$ cat src/design/mbtm_pkg.sv
// ----------------------------------------------------------------------------
// mbtm_pkg: shared types and constants of the token meter
// Field widths, request and register codes, datapath command and status.
// ----------------------------------------------------------------------------
package mbtm_pkg;

    localparam int MAX_BUCKETS     = 4;
    localparam int DEFAULT_BUCKETS = 4;

    localparam int REQ_W      = 2;
    localparam int SRC_W      = 3;
    localparam int CAP_W      = 16;
    localparam int WIN_W      = 32;
    localparam int CFG_IDX_W  = 3;
    localparam int CFG_DATA_W = 32;

    // request codes
    localparam logic [REQ_W-1:0] REQ_TAKE  = 2'd0;
    localparam logic [REQ_W-1:0] REQ_TICK  = 2'd1;
    localparam logic [REQ_W-1:0] REQ_RESET = 2'd2;

    // register map
    localparam int CFG_CAP_BASE = 0;
    localparam int CFG_WIN_BASE = 4;

    // divider: 33-bit dividend padded to an even width, two bits per cycle
    localparam int DIV_N_W     = WIN_W + 1;
    localparam int DIV_PAD_W   = DIV_N_W + (DIV_N_W % 2);
    localparam int DIV_STEPS   = DIV_PAD_W / 2;
    localparam int DIV_CNT_W   = $clog2(DIV_STEPS + 1);

    typedef enum logic [2:0] {
        OP_IDLE,
        OP_TAKE,
        OP_CHECK,
        OP_START_ACC,
        OP_UPDATE,
        OP_CLEAR,
        OP_LOAD_OUT
    } dp_op_t;

    typedef struct packed {
        logic   capture;
        dp_op_t op;
    } dp_cmd_t;

    typedef struct packed {
        logic [REQ_W-1:0] req;
        logic             dt_zero;
        logic             metered;
        logic             full;
        logic             div_busy;
    } dp_status_t;

endpackage

$ cat src/design/mbtm_req_if.sv
// ----------------------------------------------------------------------------
// mbtm_req_if: request channel
// Valid/ready channel carrying one meter request item.
// ----------------------------------------------------------------------------
interface mbtm_req_if
    import mbtm_pkg::*;
();
    logic             valid;
    logic             ready;
    logic [REQ_W-1:0] req_type;
    logic [SRC_W-1:0] source_id;
    logic [CAP_W-1:0] amount;
    logic [WIN_W-1:0] elapsed_s;
    logic             fill_full;

    modport source (
        output valid, req_type, source_id, amount, elapsed_s, fill_full,
        input  ready
    );

    modport sink (
        input  valid, req_type, source_id, amount, elapsed_s, fill_full,
        output ready
    );
endinterface

$ cat src/design/mbtm_rsp_if.sv
// ----------------------------------------------------------------------------
// mbtm_rsp_if: result channel
// Valid/ready channel carrying the grant and the bucket levels.
// ----------------------------------------------------------------------------
interface mbtm_rsp_if
    import mbtm_pkg::*;
();
    logic             valid;
    logic             ready;
    logic [CAP_W-1:0] granted;
    logic [CAP_W-1:0] left_b0;
    logic [CAP_W-1:0] left_b1;
    logic [CAP_W-1:0] left_b2;
    logic [CAP_W-1:0] left_b3;

    modport source (
        output valid, granted, left_b0, left_b1, left_b2, left_b3,
        input  ready
    );

    modport sink (
        input  valid, granted, left_b0, left_b1, left_b2, left_b3,
        output ready
    );
endinterface

$ cat src/design/mbtm_div.sv
// ----------------------------------------------------------------------------
// mbtm_div: iterative unsigned divider
// Restoring division of a 33-bit dividend by a 32-bit divisor, two bits/cycle.
// ----------------------------------------------------------------------------
module mbtm_div
    import mbtm_pkg::*;
(
    input  logic               clk,
    input  logic               rst_n,
    input  logic               start,
    input  logic [DIV_N_W-1:0] dividend,
    input  logic [WIN_W-1:0]   divisor,
    output logic               busy,
    output logic [DIV_N_W-1:0] quotient,
    output logic [WIN_W-1:0]   remainder
);

    logic [DIV_PAD_W-1:0] work_reg, work_next;
    logic [WIN_W-1:0]     rem_reg, rem_next;
    logic [WIN_W-1:0]     dsr_reg;
    logic [DIV_CNT_W-1:0] cnt_reg;
    logic                 busy_reg;
    logic [WIN_W:0]       s1, s2;

    // one restoring step: {quotient bit, new partial remainder}
    function automatic logic [WIN_W:0] div_step(input logic [WIN_W-1:0] r,
                                                input logic             b,
                                                input logic [WIN_W-1:0] d);
        logic [WIN_W:0] t;
        logic [WIN_W:0] diff;
        t    = {r, b};
        diff = t - {1'b0, d};
        if (t >= {1'b0, d})
            return {1'b1, diff[WIN_W-1:0]};
        else
            return {1'b0, t[WIN_W-1:0]};
    endfunction

    always_comb
    begin
        s1        = div_step(rem_reg, work_reg[DIV_PAD_W-1], dsr_reg);
        s2        = div_step(s1[WIN_W-1:0], work_reg[DIV_PAD_W-2], dsr_reg);
        work_next = {work_reg[DIV_PAD_W-3:0], s1[WIN_W], s2[WIN_W]};
        rem_next  = s2[WIN_W-1:0];
    end

    always_ff @(posedge clk or negedge rst_n)
    begin
        if (!rst_n)
        begin
            busy_reg <= 1'b0;
            cnt_reg  <= '0;
        end
        else if (start)
        begin
            busy_reg <= 1'b1;
            cnt_reg  <= DIV_CNT_W'(DIV_STEPS);
        end
        else if (busy_reg)
        begin
            cnt_reg <= cnt_reg - 1'b1;
            if (cnt_reg == DIV_CNT_W'(1))
                busy_reg <= 1'b0;
        end
    end

    always_ff @(posedge clk)
    begin
        if (start)
        begin
            work_reg <= DIV_PAD_W'(dividend);
            rem_reg  <= '0;
            dsr_reg  <= divisor;
        end
        else if (busy_reg)
        begin
            work_reg <= work_next;
            rem_reg  <= rem_next;
        end
    end

    assign busy      = busy_reg;
    assign quotient  = work_reg[DIV_N_W-1:0];
    assign remainder = rem_reg;

endmodule

$ cat src/design/mbtm_dp.sv
// ----------------------------------------------------------------------------
// mbtm_dp: token meter datapath
// Bucket state, configuration registers, shared divider and result register.
// ----------------------------------------------------------------------------
module mbtm_dp
    import mbtm_pkg::*;
#(
    parameter int BUCKETS = DEFAULT_BUCKETS,
    parameter int IDX_W   = 2
)
(
    input  logic                  clk,
    input  logic                  rst_n,
    input  logic                  cfg_we,
    input  logic [CFG_IDX_W-1:0]  cfg_index,
    input  logic [CFG_DATA_W-1:0] cfg_data,
    input  logic [REQ_W-1:0]      req_type,
    input  logic [SRC_W-1:0]      source,
    input  logic [CAP_W-1:0]      amount,
    input  logic [WIN_W-1:0]      elapsed_s,
    input  logic                  fill_full,
    input  dp_cmd_t               cmd,
    input  logic [IDX_W-1:0]      idx,
    output dp_status_t            status,
    output logic [CAP_W-1:0]      granted,
    output logic [CAP_W-1:0]      left_b0,
    output logic [CAP_W-1:0]      left_b1,
    output logic [CAP_W-1:0]      left_b2,
    output logic [CAP_W-1:0]      left_b3
);

    logic [REQ_W-1:0] req_reg;
    logic [SRC_W-1:0] src_reg;
    logic [CAP_W-1:0] amount_reg;
    logic [WIN_W-1:0] dt_reg;
    logic             fill_reg;
    logic [CAP_W-1:0] granted_reg;

    logic [CAP_W-1:0] cap_reg  [BUCKETS];
    logic [WIN_W-1:0] win_reg  [BUCKETS];
    logic [CAP_W-1:0] left_reg [BUCKETS];
    logic [WIN_W-1:0] rem_reg  [BUCKETS];

    logic [CAP_W-1:0] out_granted_reg;
    logic [CAP_W-1:0] out_left_reg [MAX_BUCKETS];

    logic [IDX_W-1:0]   rd_idx;
    logic               in_range;
    logic [CAP_W-1:0]   cap_sel, left_sel, grant, room;
    logic [WIN_W-1:0]   win_sel, rem_sel, dt_clamp;
    logic [DIV_N_W-1:0] acc;
    logic               metered, full;
    logic               div_start, div_busy;
    logic [DIV_N_W-1:0] div_dividend, div_quot;
    logic [WIN_W-1:0]   div_divisor, div_rem;
    logic               sat;
    logic [CAP_W-1:0]   left_next;
    logic [WIN_W-1:0]   rem_next;

    // a take addresses its own source, every other op the sweep index
    assign rd_idx   = (cmd.op == OP_TAKE) ? src_reg[IDX_W-1:0] : idx;
    assign in_range = (cmd.op == OP_TAKE) ? (int'(src_reg) < BUCKETS) : 1'b1;

    assign cap_sel  = cap_reg[rd_idx];
    assign win_sel  = win_reg[rd_idx];
    assign left_sel = left_reg[rd_idx];
    assign rem_sel  = rem_reg[rd_idx];

    // step of window / capacity is nonzero exactly when window >= capacity
    assign metered  = in_range && (cap_sel != '0) && (win_sel != '0)
                      && (win_sel >= WIN_W'(cap_sel));
    assign full     = left_sel >= cap_sel;
    assign dt_clamp = (dt_reg > win_sel) ? win_sel : dt_reg;
    assign acc      = DIV_N_W'(rem_sel) + DIV_N_W'(dt_clamp);
    assign room     = cap_sel - left_sel;
    assign grant    = (amount_reg > left_sel) ? left_sel : amount_reg;

    // first divide gives the step, second divides the carried remainder plus the clamped elapsed seconds by it
    assign div_start    = ((cmd.op == OP_CHECK) && metered && !full)
                          || (cmd.op == OP_START_ACC);
    assign div_dividend = (cmd.op == OP_START_ACC) ? acc : DIV_N_W'(win_sel);
    assign div_divisor  = (cmd.op == OP_START_ACC) ? div_quot[WIN_W-1:0]
                                                   : WIN_W'(cap_sel);

    mbtm_div u_div (
        .clk       (clk),
        .rst_n     (rst_n),
        .start     (div_start),
        .dividend  (div_dividend),
        .divisor   (div_divisor),
        .busy      (div_busy),
        .quotient  (div_quot),
        .remainder (div_rem)
    );

    // refill result, saturating at capacity
    assign sat = div_quot >= DIV_N_W'(room);

    always_comb
    begin
        left_next = left_sel;
        rem_next  = rem_sel;
        case (cmd.op)
            OP_TAKE:
            begin
                if (metered)
                    left_next = left_sel - grant;
            end
            OP_CHECK:
            begin
                if (metered && full)
                begin
                    left_next = cap_sel;
                    rem_next  = '0;
                end
            end
            OP_UPDATE:
            begin
                if (sat)
                begin
                    left_next = cap_sel;
                    rem_next  = '0;
                end
                else
                begin
                    left_next = left_sel + div_quot[CAP_W-1:0];
                    rem_next  = div_rem;
                end
            end
            OP_CLEAR:
            begin
                left_next = (fill_reg && metered) ? cap_sel : '0;
                rem_next  = '0;
            end
            default:
            begin
                left_next = left_sel;
                rem_next  = rem_sel;
            end
        endcase
    end

    // item capture and grant
    always_ff @(posedge clk)
    begin
        if (cmd.capture)
        begin
            req_reg     <= req_type;
            src_reg     <= source;
            amount_reg  <= amount;
            dt_reg      <= elapsed_s;
            fill_reg    <= fill_full;
            granted_reg <= '0;
        end
        else if (cmd.op == OP_TAKE)
        begin
            granted_reg <= metered ? grant : amount_reg;
        end
    end

    // configuration and bucket state
    always_ff @(posedge clk or negedge rst_n)
    begin
        if (!rst_n)
        begin
            for (int b = 0; b < BUCKETS; b++)
            begin
                cap_reg[b]  <= '0;
                win_reg[b]  <= '0;
                left_reg[b] <= '0;
                rem_reg[b]  <= '0;
            end
        end
        else
        begin
            for (int b = 0; b < BUCKETS; b++)
            begin
                if (cfg_we && (cfg_index == CFG_IDX_W'(CFG_CAP_BASE + b)))
                    cap_reg[b] <= cfg_data[CAP_W-1:0];
                if (cfg_we && (cfg_index == CFG_IDX_W'(CFG_WIN_BASE + b)))
                    win_reg[b] <= cfg_data[WIN_W-1:0];
            end
            if (cmd.op == OP_TAKE || cmd.op == OP_CHECK ||
                cmd.op == OP_UPDATE || cmd.op == OP_CLEAR)
            begin
                if (in_range)
                begin
                    left_reg[rd_idx] <= left_next;
                    rem_reg[rd_idx]  <= rem_next;
                end
            end
        end
    end

    // result register
    always_ff @(posedge clk)
    begin
        if (cmd.op == OP_LOAD_OUT)
        begin
            out_granted_reg <= granted_reg;
            for (int b = 0; b < MAX_BUCKETS; b++)
            begin
                if (b < BUCKETS)
                    out_left_reg[b] <= left_reg[b];
                else
                    out_left_reg[b] <= '0;
            end
        end
    end

    assign granted = out_granted_reg;
    assign left_b0 = out_left_reg[0];
    assign left_b1 = out_left_reg[1];
    assign left_b2 = out_left_reg[2];
    assign left_b3 = out_left_reg[3];

    always_comb
    begin
        status.req      = req_reg;
        status.dt_zero  = (dt_reg == '0);
        status.metered  = metered;
        status.full     = full;
        status.div_busy = div_busy;
    end

endmodule

$ cat src/design/mbtm_ctrl.sv
// ----------------------------------------------------------------------------
// mbtm_ctrl: token meter controller
// Sequences take, tick and reset over the buckets and hands off the result.
// ----------------------------------------------------------------------------
module mbtm_ctrl
    import mbtm_pkg::*;
#(
    parameter int BUCKETS = DEFAULT_BUCKETS,
    parameter int IDX_W   = 2
)
(
    input  logic             clk,
    input  logic             rst_n,
    input  logic             in_valid,
    output logic             in_ready,
    output logic             out_valid,
    input  logic             out_ready,
    output dp_cmd_t          cmd,
    output logic [IDX_W-1:0] idx,
    input  dp_status_t       status
);

    typedef enum logic [3:0] {
        S_IDLE,
        S_DISPATCH,
        S_TAKE,
        S_CHECK,
        S_WAIT_STEP,
        S_WAIT_ACC,
        S_NEXT,
        S_CLEAR,
        S_OUT
    } state_t;

    state_t           state_reg;
    logic [IDX_W-1:0] idx_reg;
    logic             out_valid_reg;
    logic             last;
    logic             load;

    assign last = (idx_reg == IDX_W'(BUCKETS - 1));
    assign load = (state_reg == S_OUT) && (!out_valid_reg || out_ready);

    always_comb
    begin
        cmd.capture = in_valid && (state_reg == S_IDLE);
        unique case (state_reg)
            S_TAKE:      cmd.op = OP_TAKE;
            S_CHECK:     cmd.op = OP_CHECK;
            S_WAIT_STEP: cmd.op = status.div_busy ? OP_IDLE : OP_START_ACC;
            S_WAIT_ACC:  cmd.op = status.div_busy ? OP_IDLE : OP_UPDATE;
            S_CLEAR:     cmd.op = OP_CLEAR;
            S_OUT:       cmd.op = load ? OP_LOAD_OUT : OP_IDLE;
            default:     cmd.op = OP_IDLE;
        endcase
    end

    always_ff @(posedge clk or negedge rst_n)
    begin
        if (!rst_n)
        begin
            state_reg     <= S_IDLE;
            idx_reg       <= '0;
            out_valid_reg <= 1'b0;
        end
        else
        begin
            if (load)
                out_valid_reg <= 1'b1;
            else if (out_ready)
                out_valid_reg <= 1'b0;

            unique case (state_reg)
                S_IDLE:
                begin
                    if (in_valid)
                        state_reg <= S_DISPATCH;
                end
                S_DISPATCH:
                begin
                    idx_reg <= '0;
                    unique case (status.req)
                        REQ_TAKE:  state_reg <= S_TAKE;
                        REQ_TICK:  state_reg <= status.dt_zero ? S_OUT : S_CHECK;
                        REQ_RESET: state_reg <= S_CLEAR;
                        default:   state_reg <= S_OUT;
                    endcase
                end
                S_TAKE:
                begin
                    state_reg <= S_OUT;
                end
                S_CHECK:
                begin
                    if (status.metered && !status.full)
                        state_reg <= S_WAIT_STEP;
                    else
                        state_reg <= S_NEXT;
                end
                S_WAIT_STEP:
                begin
                    if (!status.div_busy)
                        state_reg <= S_WAIT_ACC;
                end
                S_WAIT_ACC:
                begin
                    if (!status.div_busy)
                        state_reg <= S_NEXT;
                end
                S_NEXT:
                begin
                    if (last)
                        state_reg <= S_OUT;
                    else
                    begin
                        idx_reg   <= idx_reg + 1'b1;
                        state_reg <= S_CHECK;
                    end
                end
                S_CLEAR:
                begin
                    if (last)
                        state_reg <= S_OUT;
                    else
                        idx_reg <= idx_reg + 1'b1;
                end
                S_OUT:
                begin
                    if (load)
                        state_reg <= S_IDLE;
                end
                default:
                begin
                    state_reg <= S_IDLE;
                end
            endcase
        end
    end

    assign in_ready  = (state_reg == S_IDLE);
    assign out_valid = out_valid_reg;
    assign idx       = idx_reg;

endmodule

$ cat src/design/multi_bucket_token_meter.sv
// sequence: take updates its source bucket, reset clears each bucket in turn,
//   an ignored request or a tick with zero elapsed time goes straight to output,
//   other ticks check each bucket and run two 17-step divides per refilling one
// throughput: one item at a time; a new item is taken once the previous
//   result sits in the output register, even while it is still unread
// reset: asynchronous active-low rst_n clears buckets, remainders and config
// ----------------------------------------------------------------------------
// multi_bucket_token_meter: four-bucket token meter
// Per-bucket token buckets with capacity and refill window; take, tick and
// reset requests, one result item per request item.
// ----------------------------------------------------------------------------
module multi_bucket_token_meter
    import mbtm_pkg::*;
#(
    parameter int BUCKETS = DEFAULT_BUCKETS
)
(
    input  logic                  clk,
    input  logic                  rst_n,
    input  logic                  cfg_we,
    input  logic [CFG_IDX_W-1:0]  cfg_index,
    input  logic [CFG_DATA_W-1:0] cfg_data,
    mbtm_req_if.sink              request,
    mbtm_rsp_if.source            result
);

    // bucket index width, at least one bit
    localparam int IDX_W = (BUCKETS > 1) ? $clog2(BUCKETS) : 1;

    dp_cmd_t          cmd;
    dp_status_t       status;
    logic [IDX_W-1:0] idx;

    // controller: request decode, bucket sweep, divider waits, output handoff
    mbtm_ctrl #(
        .BUCKETS (BUCKETS),
        .IDX_W   (IDX_W)
    ) u_ctrl (
        .clk       (clk),
        .rst_n     (rst_n),
        .in_valid  (request.valid),
        .in_ready  (request.ready),
        .out_valid (result.valid),
        .out_ready (result.ready),
        .cmd       (cmd),
        .idx       (idx),
        .status    (status)
    );

    // datapath: config, bucket levels and remainders, divider, result register
    mbtm_dp #(
        .BUCKETS (BUCKETS),
        .IDX_W   (IDX_W)
    ) u_dp (
        .clk       (clk),
        .rst_n     (rst_n),
        .cfg_we    (cfg_we),
        .cfg_index (cfg_index),
        .cfg_data  (cfg_data),
        .req_type  (request.req_type),
        .source    (request.source_id),
        .amount    (request.amount),
        .elapsed_s (request.elapsed_s),
        .fill_full (request.fill_full),
        .cmd       (cmd),
        .idx       (idx),
        .status    (status),
        .granted   (result.granted),
        .left_b0   (result.left_b0),
        .left_b1   (result.left_b1),
        .left_b2   (result.left_b2),
        .left_b3   (result.left_b3)
    );

endmodule

$ cat src/flat_wrapper.sv
// flat-port wrapper written by rule: the top's interface ports become plain ports
module multi_bucket_token_meter_flat import mbtm_pkg::*;
#(
    parameter int BUCKETS = DEFAULT_BUCKETS
)
  (clk, rst_n, cfg_we, cfg_index, cfg_data, request_valid, request_req_type, request_source_id, request_amount, request_elapsed_s, request_fill_full, request_ready, result_valid, result_granted, result_left_b0, result_left_b1, result_left_b2, result_left_b3, result_ready);
  mbtm_req_if request_i ();
  mbtm_rsp_if result_i ();
  input  logic clk;
  input  logic rst_n;
  input  logic cfg_we;
  input  logic [CFG_IDX_W-1:0] cfg_index;
  input  logic [CFG_DATA_W-1:0] cfg_data;
  input wire logic [$bits(request_i.valid)-1:0] request_valid;
  input wire logic [$bits(request_i.req_type)-1:0] request_req_type;
  input wire logic [$bits(request_i.source_id)-1:0] request_source_id;
  input wire logic [$bits(request_i.amount)-1:0] request_amount;
  input wire logic [$bits(request_i.elapsed_s)-1:0] request_elapsed_s;
  input wire logic [$bits(request_i.fill_full)-1:0] request_fill_full;
  output wire logic [$bits(request_i.ready)-1:0] request_ready;
  output wire logic [$bits(result_i.valid)-1:0] result_valid;
  output wire logic [$bits(result_i.granted)-1:0] result_granted;
  output wire logic [$bits(result_i.left_b0)-1:0] result_left_b0;
  output wire logic [$bits(result_i.left_b1)-1:0] result_left_b1;
  output wire logic [$bits(result_i.left_b2)-1:0] result_left_b2;
  output wire logic [$bits(result_i.left_b3)-1:0] result_left_b3;
  input wire logic [$bits(result_i.ready)-1:0] result_ready;
  assign request_i.valid = request_valid;
  assign request_i.req_type = request_req_type;
  assign request_i.source_id = request_source_id;
  assign request_i.amount = request_amount;
  assign request_i.elapsed_s = request_elapsed_s;
  assign request_i.fill_full = request_fill_full;
  assign request_ready = request_i.ready;
  assign result_valid = result_i.valid;
  assign result_granted = result_i.granted;
  assign result_left_b0 = result_i.left_b0;
  assign result_left_b1 = result_i.left_b1;
  assign result_left_b2 = result_i.left_b2;
  assign result_left_b3 = result_i.left_b3;
  assign result_i.ready = result_ready;
  multi_bucket_token_meter #(.BUCKETS(BUCKETS)) u_core (.clk(clk), .rst_n(rst_n), .cfg_we(cfg_we), .cfg_index(cfg_index), .cfg_data(cfg_data), .request(request_i), .result(result_i));
endmodule
$ cat config.mk
export PLATFORM = sky130hd
export DESIGN_NAME = multi_bucket_token_meter_flat
export DESIGN_NICKNAME = d
export VERILOG_FILES = /design/src/design/mbtm_pkg.sv /design/src/design/mbtm_req_if.sv /design/src/design/mbtm_rsp_if.sv /design/src/design/mbtm_div.sv /design/src/design/mbtm_dp.sv /design/src/design/mbtm_ctrl.sv /design/src/design/multi_bucket_token_meter.sv /design/src/flat_wrapper.sv
export SDC_FILE = /design/constraint.sdc
export NUM_CORES = 2
export LEC_CHECK = 0
export BUFFER_PORTS_ARGS = -buffer_cell sky130_fd_sc_hd__buf_2
export CORE_MARGIN = 2
export CORE_UTILIZATION = 56
export CTS_CLUSTER_DIAMETER = 200
export DETAILED_ROUTE_END_ITERATION = 10
export PLACE_DENSITY = 0.88
export SLEW_MARGIN = 5
export SYNTH_ARGS = -nofsm -noshare
export SYNTH_HDL_FRONTEND = slang
export SYNTH_SLANG_ARGS = --single-unit
$ cat constraint.sdc
create_clock -name clk -period 7.3 [get_ports clk]
set_input_delay 1.825 -clock clk [delete_from_list [all_inputs] [get_ports clk]]
set_output_delay 1.825 -clock clk [all_outputs]
set_load 0.02 [all_outputs]
Word level (Yosys, flattened, before mapping) --
Memory sizes are Yosys's and may differ from the RTL's. Cells that the tools add are included.
Storage, ports and cells: flip-flop bits (word level) 581, bits in writable memories 64, input port bits 94, word-level logic and storage cells 185, memories 1
Memory list:
- u_core.u_dp.out_left_reg | words 4, width 16, read ports 4, clocked after memory_dff 0, write ports 4, RTL line mbtm_dp.sv:45 | logic [CAP_W-1:0] out_left_reg [MAX_BUCKETS];
Cells by class: $add $sub $neg 8, $lt $le $gt $ge 10, equal/unequal tests 31, multiplexer cells 62, bitwise gates (word level) 1, reduce and logical (&&, ||, !) cells 39
Operators by type and width (number):
- 2-to-1 mux 32 bit | 8
- 2-to-1 mux 16 bit | 12
- 2-to-1 mux 33 bit | 5
- binary-select mux 32 bit (select 2 bit) | 2
- bitwise mux 128 bit | 1
- one-hot mux 32 bit (3 select lines) | 1
- greater-or-equal comparator 33 x 32 -> 1 bit | 2
- binary-select mux 16 bit (select 2 bit) | 2
- bitwise mux 64 bit | 1
- demux 32 bit (select 2 bit) | 1
- one-hot mux 16 bit (4 select lines) | 1
- subtractor 32 bit | 2
- one-hot mux 4 bit (9 select lines) | 1
- adder 32 x 32 -> 33 bit | 1
- greater-or-equal comparator 33 x 16 -> 1 bit | 1
- demux 16 bit (select 2 bit) | 1
- greater-or-equal comparator 32 x 16 -> 1 bit | 1
- greater-than comparator 32 bit | 1
- zero test 32 bit | 1
- nonzero test 32 bit | 1
- subtractor 16 bit | 2
- 2-to-1 mux 4 bit | 7
- equality test 3 bit, second input constant | 7
- logical AND 1 bit | 19
- other kinds (36) | 70

Longest topological paths before layout --
word-level depth 19, depth in mapped cells 40, mapped depth without buffers 36

Hierarchy --
Synthesis repeated with hierarchy kept, for this count alone.
Second synthesis, totals: cell total of the unflattened synthesis 4022, area, all modules 40045.9 µm²
Modules (own cells, without submodules):
- mbtm_dp | instances 1, cells each 3017, area an instance 30952.2 µm², sequential area each 13953.4 µm²
- mbtm_div | instances 1, cells each 943, area an instance 8579.5 µm², sequential area each 2762.6 µm²
- mbtm_ctrl | instances 1, cells each 62, area an instance 514.2 µm², sequential area each 175.2 µm²

Worst setup path before layout --
No wires, ideal clock.
kind register -> register, start register u_core.u_ctrl.state_reg[2], end register u_core.u_dp.left_reg[10] (netlist name), setup time 0.125 ns, arrival time 7.607 ns, data required time 7.175 ns, setup slack -0.431 ns, stages on the path, launching flop included 34, path buffers 8, period minus slack after synthesis 7.731 ns, cells stage by stage dfrtp_1 -> buf_2 -> nor4b_4 -> buf_6 -> mux2i_1 -> buf_4 -> buf_4 -> buf_2 -> clkbuf_1 -> clkbuf_1 -> nand2_1 -> a31oi_1 -> inv_1 -> ha_1 -> nand4_1 -> nor2_1 -> a221oi_1 -> o21ai_0 -> or3_1 -> o2bb2ai_2 -> clkbuf_1 -> o21ai_0 -> fa_1 -> a311oi_1 -> o21ai_1 -> a311oi_1 -> o32ai_1 -> a222oi_1 -> a21boi_2 -> nor2_1 -> a311oi_1 -> a2bb2oi_1 -> nand3_1 -> mux2_2
On the way: longest elaborated chain between the ends 18, elaborated cells on any way between the ends 55
Ends and longest elaborated chain:
- from (decl) | RTL line mbtm_ctrl.sv:35 | state_t state_reg;
- from (signal assigned) | RTL line mbtm_ctrl.sv:84 | REQ_TICK: state_reg <= status.dt_zero ? S_OUT : S_CHECK;
- equality test 4 bit | RTL line mbtm_ctrl.sv:42, mbtm_ctrl.sv:47
- logical AND 1 bit | RTL line mbtm_ctrl.sv:42 | assign load = (state_reg == S_OUT) && (!out_valid_reg || out_ready);
- 2-to-1 mux 3 bit | RTL line mbtm_ctrl.sv:53 | S_OUT: cmd.op = load ? OP_LOAD_OUT : OP_IDLE;
- one-hot mux 3 bit (6 select lines) * | RTL line mbtm_ctrl.sv:47 | unique case (state_reg)
- parallel branches: the longest is 14 deep, another holds greater-or-equal comparator 33 x 16 -> 1 bit
- to (signal, indexed assignment) | RTL line mbtm_dp.sv:188 | left_reg[rd_idx] <= left_next;
- to (decl) | RTL line mbtm_dp.sv:41 | logic [CAP_W-1:0] left_reg [BUCKETS];
Every way passes the cells marked *. The select of a mux whose other input is x is not followed. A chain may end at the register's enable or synchronous reset.

Worst setup path in the final report --
start register u_core.u_ctrl.state_reg[3], end register u_core.u_dp.u_div.work_reg[28], data pin
On the way: longest elaborated chain between the ends 18, elaborated cells on any way between the ends 43
Ends and longest elaborated chain:
- equality test 4 bit | RTL line mbtm_ctrl.sv:42, mbtm_ctrl.sv:47
- logical AND 1 bit | RTL line mbtm_ctrl.sv:42
- 2-to-1 mux 3 bit | RTL line mbtm_ctrl.sv:53
- one-hot mux 3 bit (6 select lines) * | RTL line mbtm_ctrl.sv:47
- parallel branches: the longest is 13 deep, another holds adder 32 x 32 -> 33 bit
- 2-to-1 mux 33 bit * | RTL line mbtm_div.sv:69 | if (start)
- to (signal assigned) | RTL line mbtm_div.sv:71 | work_reg <= DIV_PAD_W'(dividend);
- to (signal assigned) | RTL line mbtm_div.sv:77 | work_reg <= work_next;
- to (decl) | RTL line mbtm_div.sv:18 | logic [DIV_PAD_W-1:0] work_reg, work_next;
Marks and branches as above.

==> flow_summary.toml <==
[worst_setup_path]
critPathSlowestCell = "sky130_fd_sc_hd__or4_4"
timing.critical_path.arrival_ns = 8.01
worst_setup_path_end_kind = "register"
critPathKind = "register to register"
critical_path.max_stage_delay_ns = 0.45
cp_data_required_time_ns = 7.66
cp-start-kind = "register"
critPathMaxFanout = 7
most_frequent_cp_cell = "sky130_fd_sc_hd__o21ai_1"

[placed_design]
place_area_um2 = 40800
gp_congestion = 0.991
buffer_ports.inserted = 175
place_hpwl_um = 78900

[routing]
dr_total_vias = 32500
drt-vias-per-instance = 6.50
detail_route.drc_violations = 0
dr.pass1.iters = 8
antenna_violating_nets_post_route = 0
postRouteWirelength_um = 119000
dr.first_iter.drc_count = 4079
wl_per_cell_um = 23.9

[timing]
postLayoutSetupSlackWorst_ns = -0.357
final_min_period_over_clock_period_pct = 105
max_freq_mhz = 131
report.final.slew_viol_count = 0
worst_slew_margin_rel_pct = 22.2
setup_repair_after_global_routing_missed_its_margin = "true"
timing.final.hold_violations = 0
tightest_slew_ns = 1.16
timing.clock.skew_ns = 0.0409
finalSetupTns_ns = -2.17
worst_hold_slack_after_final_layout_ns = 0.436
period_minus_ws_final_ns = 7.66
finalSetupViolations = 19

[run_status]
outcome = "complete, but fails checks"
violations = "setup timing"

[cts]
tritoncts_clock_tree = "built"
sinks_on_clock_net = 645
cts_root_buf = "sky130_fd_sc_hd__clkbuf_16"
insertion_delay_ns = 0.65
cts_inserted_buffers = 67
clk_pin_slew_worst_paths_ns = 0.07
clk_path_buf_depth = 3
cts.htree.levels = 3

[global_route]
wire_length_of_the_first_global_routing_pass_um = 174000
globalRouteTotalUtil_pct = 31.9
maximum_number_of_pins_on_one_net_before_global_route_repair = 160
grt_remaining_overflow = 0
grt_pass1_vias = 30400
antenna_found_initial = 4

[synth]
post_syn_area_um2 = 37800
synth_flop_type = "sky130_fd_sc_hd__dfrtp_1"
number_of_synthesized_flops_with_an_enable_pin = 199
ff_latch_count_synth = 645
synth.net_count = 4050
syn-instance-count = 3731
synth_fa_ha_area_share_pct = 7.73
multiplexer_share_of_the_synthesized_area_pct = 12.9
synth.top_cell.area_share_pct = 26.3
synth_top_family_by_area = "compound AO/OA/AOI/OAI gates"
synth_compound_gate_area_share_pct = 15.9
yosys_warnings = 0
netlist.top_cell.by_area = "sky130_fd_sc_hd__dfrtp_1"
post-synth-top-count-cell = "sky130_fd_sc_hd__nand2_1"
synth.yosys.seq_area_share_pct = 44.7
synth-xor-area-share_pct = 2.62
synth-simple-area-share_pct = 12.4
top_cells_by_area_synth = "sky130_fd_sc_hd__dfrtp_1 26%, sky130_fd_sc_hd__edfxtp_1 16%, sky130_fd_sc_hd__mux2_2 8.2%"
synth_cell_types = 100
post_synth.cell_area_avg_um2 = 10.1
synthArstFlopShare_pct = 61.6
ys_top_cells_by_count = "531 x sky130_fd_sc_hd__nand2_1, 397 x sky130_fd_sc_hd__dfrtp_1, 300 x sky130_fd_sc_hd__o21ai_0"

[floorplan]
die_height_um = 264
placementRows = 95
coreArea_um2 = 66900
die_width_um = 264
start_util_pct = 56.4
floorplan_die_area_um2 = 69500
top_level_ports = 176

[job]
timing.max_cap.violations = 0

[final_layout]
final_nets = 4389
final_design_area_no_fill_um2 = 44600
filler_cell_count = 4649
sequential_cell_area_um2 = 16900
multi_input_gate_area_in_the_final_layout_um2 = 20400
syn2layout_area_growth_pct = 18.1
final_layout_size_suffix_gt1_share_pct = 25.3

[min_path]
worst_hold_path_class = "register to register"
==> path summary, 6_finish.rpt <==
check / cells past startpoint / endpoint / slack (ns) / startpoint
max: 37 / u_core.u_dp.u_div.work_reg[28] / -0.36 / u_core.u_ctrl.state_reg[3]
min: 0 / u_core.u_dp.granted[4] / 0.44 / u_core.u_dp.granted_reg[4]
max reg2reg: 37 / u_core.u_dp.u_div.work_reg[28] / -0.36 / u_core.u_ctrl.state_reg[3]
min reg2reg: 0 / u_core.u_dp.granted[4] / 0.44 / u_core.u_dp.granted_reg[4]
max in group asynchronous: 2 / u_core.u_dp.u_div.busy / 4.60 / rst_n
min in group asynchronous: 1 / u_core.u_dp.cap_reg[21] / 1.22 / rst_n
==> through the flow <==
stage	setup slack [ns]	cells	utilization (%)
2_1_floorplan	-0.0958	3731	-
3_3_place_gp	-0.314	4803	60.9
3_5_place_dp	-0.394	4803	60.9
4_1_cts	-0.0182	4946	64.8
5_1_grt	-0.612	4999	66.6
6_report	-0.357	5000	66.6
==> kinds of logic (layout without fill, tap and decap cells) <==
family	Yosys count	in the layout
and+or+nand+nor	1029	1029
AOI/OAI and AO/OA	932	932
DFF	645	645
muxes	448	448
buffers and inverters	334	727
adders and majority gates	231	231
xor gates and xnor gates	112	112
other	0	3
==> worst max-delay path, delay by kind of cell, from the launching register on <==
kind / cells / cell delay (ns)
buffers and inverters: 6 / 0.92
adders and majority gates: 2 / 0.56
muxes: 3 / 0.97
and+or+nand+nor: 9 / 1.44
AOI/OAI and AO/OA: 17 / 3.06
DFF: 1 / 0.42
==> layer usage <==
layer / GRT usage [%] / part of all wire [%] / vias up
met2: 49.4 / 45 / 1960
met1: 43.0 / 39 / 15800
met5: 0 / 0.013 / -
met4: 14.7 / 5.4 / 4
li1: - / - / 14200
met3: 6.94 / 11 / 503
==> cell usage in the layout (no fill, tap or decap), drive strengths merged, types with 70 or more instances in the layout <==
cell type  synthesis  routed
ha               219     219
a21o              70      70
edfxtp           199     199
buf               47     445
clkbuf           136      98
mux2             281     281
a21oi            202     202
inv              150     156
o21ai            318     318
dfrtp            397     397
nand2            533     533
nor2             164     164
mux2i            167     167
==> what timing repair did <==
| item | in CTS | in global routing |
|---|---|---|
| gates resized for setup | 34 | 164 |
| hold buffers | 0 | 0 |
| setup endpoints to repair | 46 | 221 |
| buffers inserted | 16 | 49 |
| gates cloned | 4 | 5 |
| pin swaps | 7 | 53 |
==> final cells by class <==
type                       instances  area share, %
sequential                       645           37.9
clock buffer                      93           4.23
clock inverter                    30          0.699
timing repair buffer             453           7.62
antenna                            3         0.0168
multi-input combinational       2752           45.8
tap                              873           2.45
inverter                         151           1.27
Power is left out: the tool's default activity adds up to more than one toggle a clock period on the data nets, which glitch-free logic cannot reach.
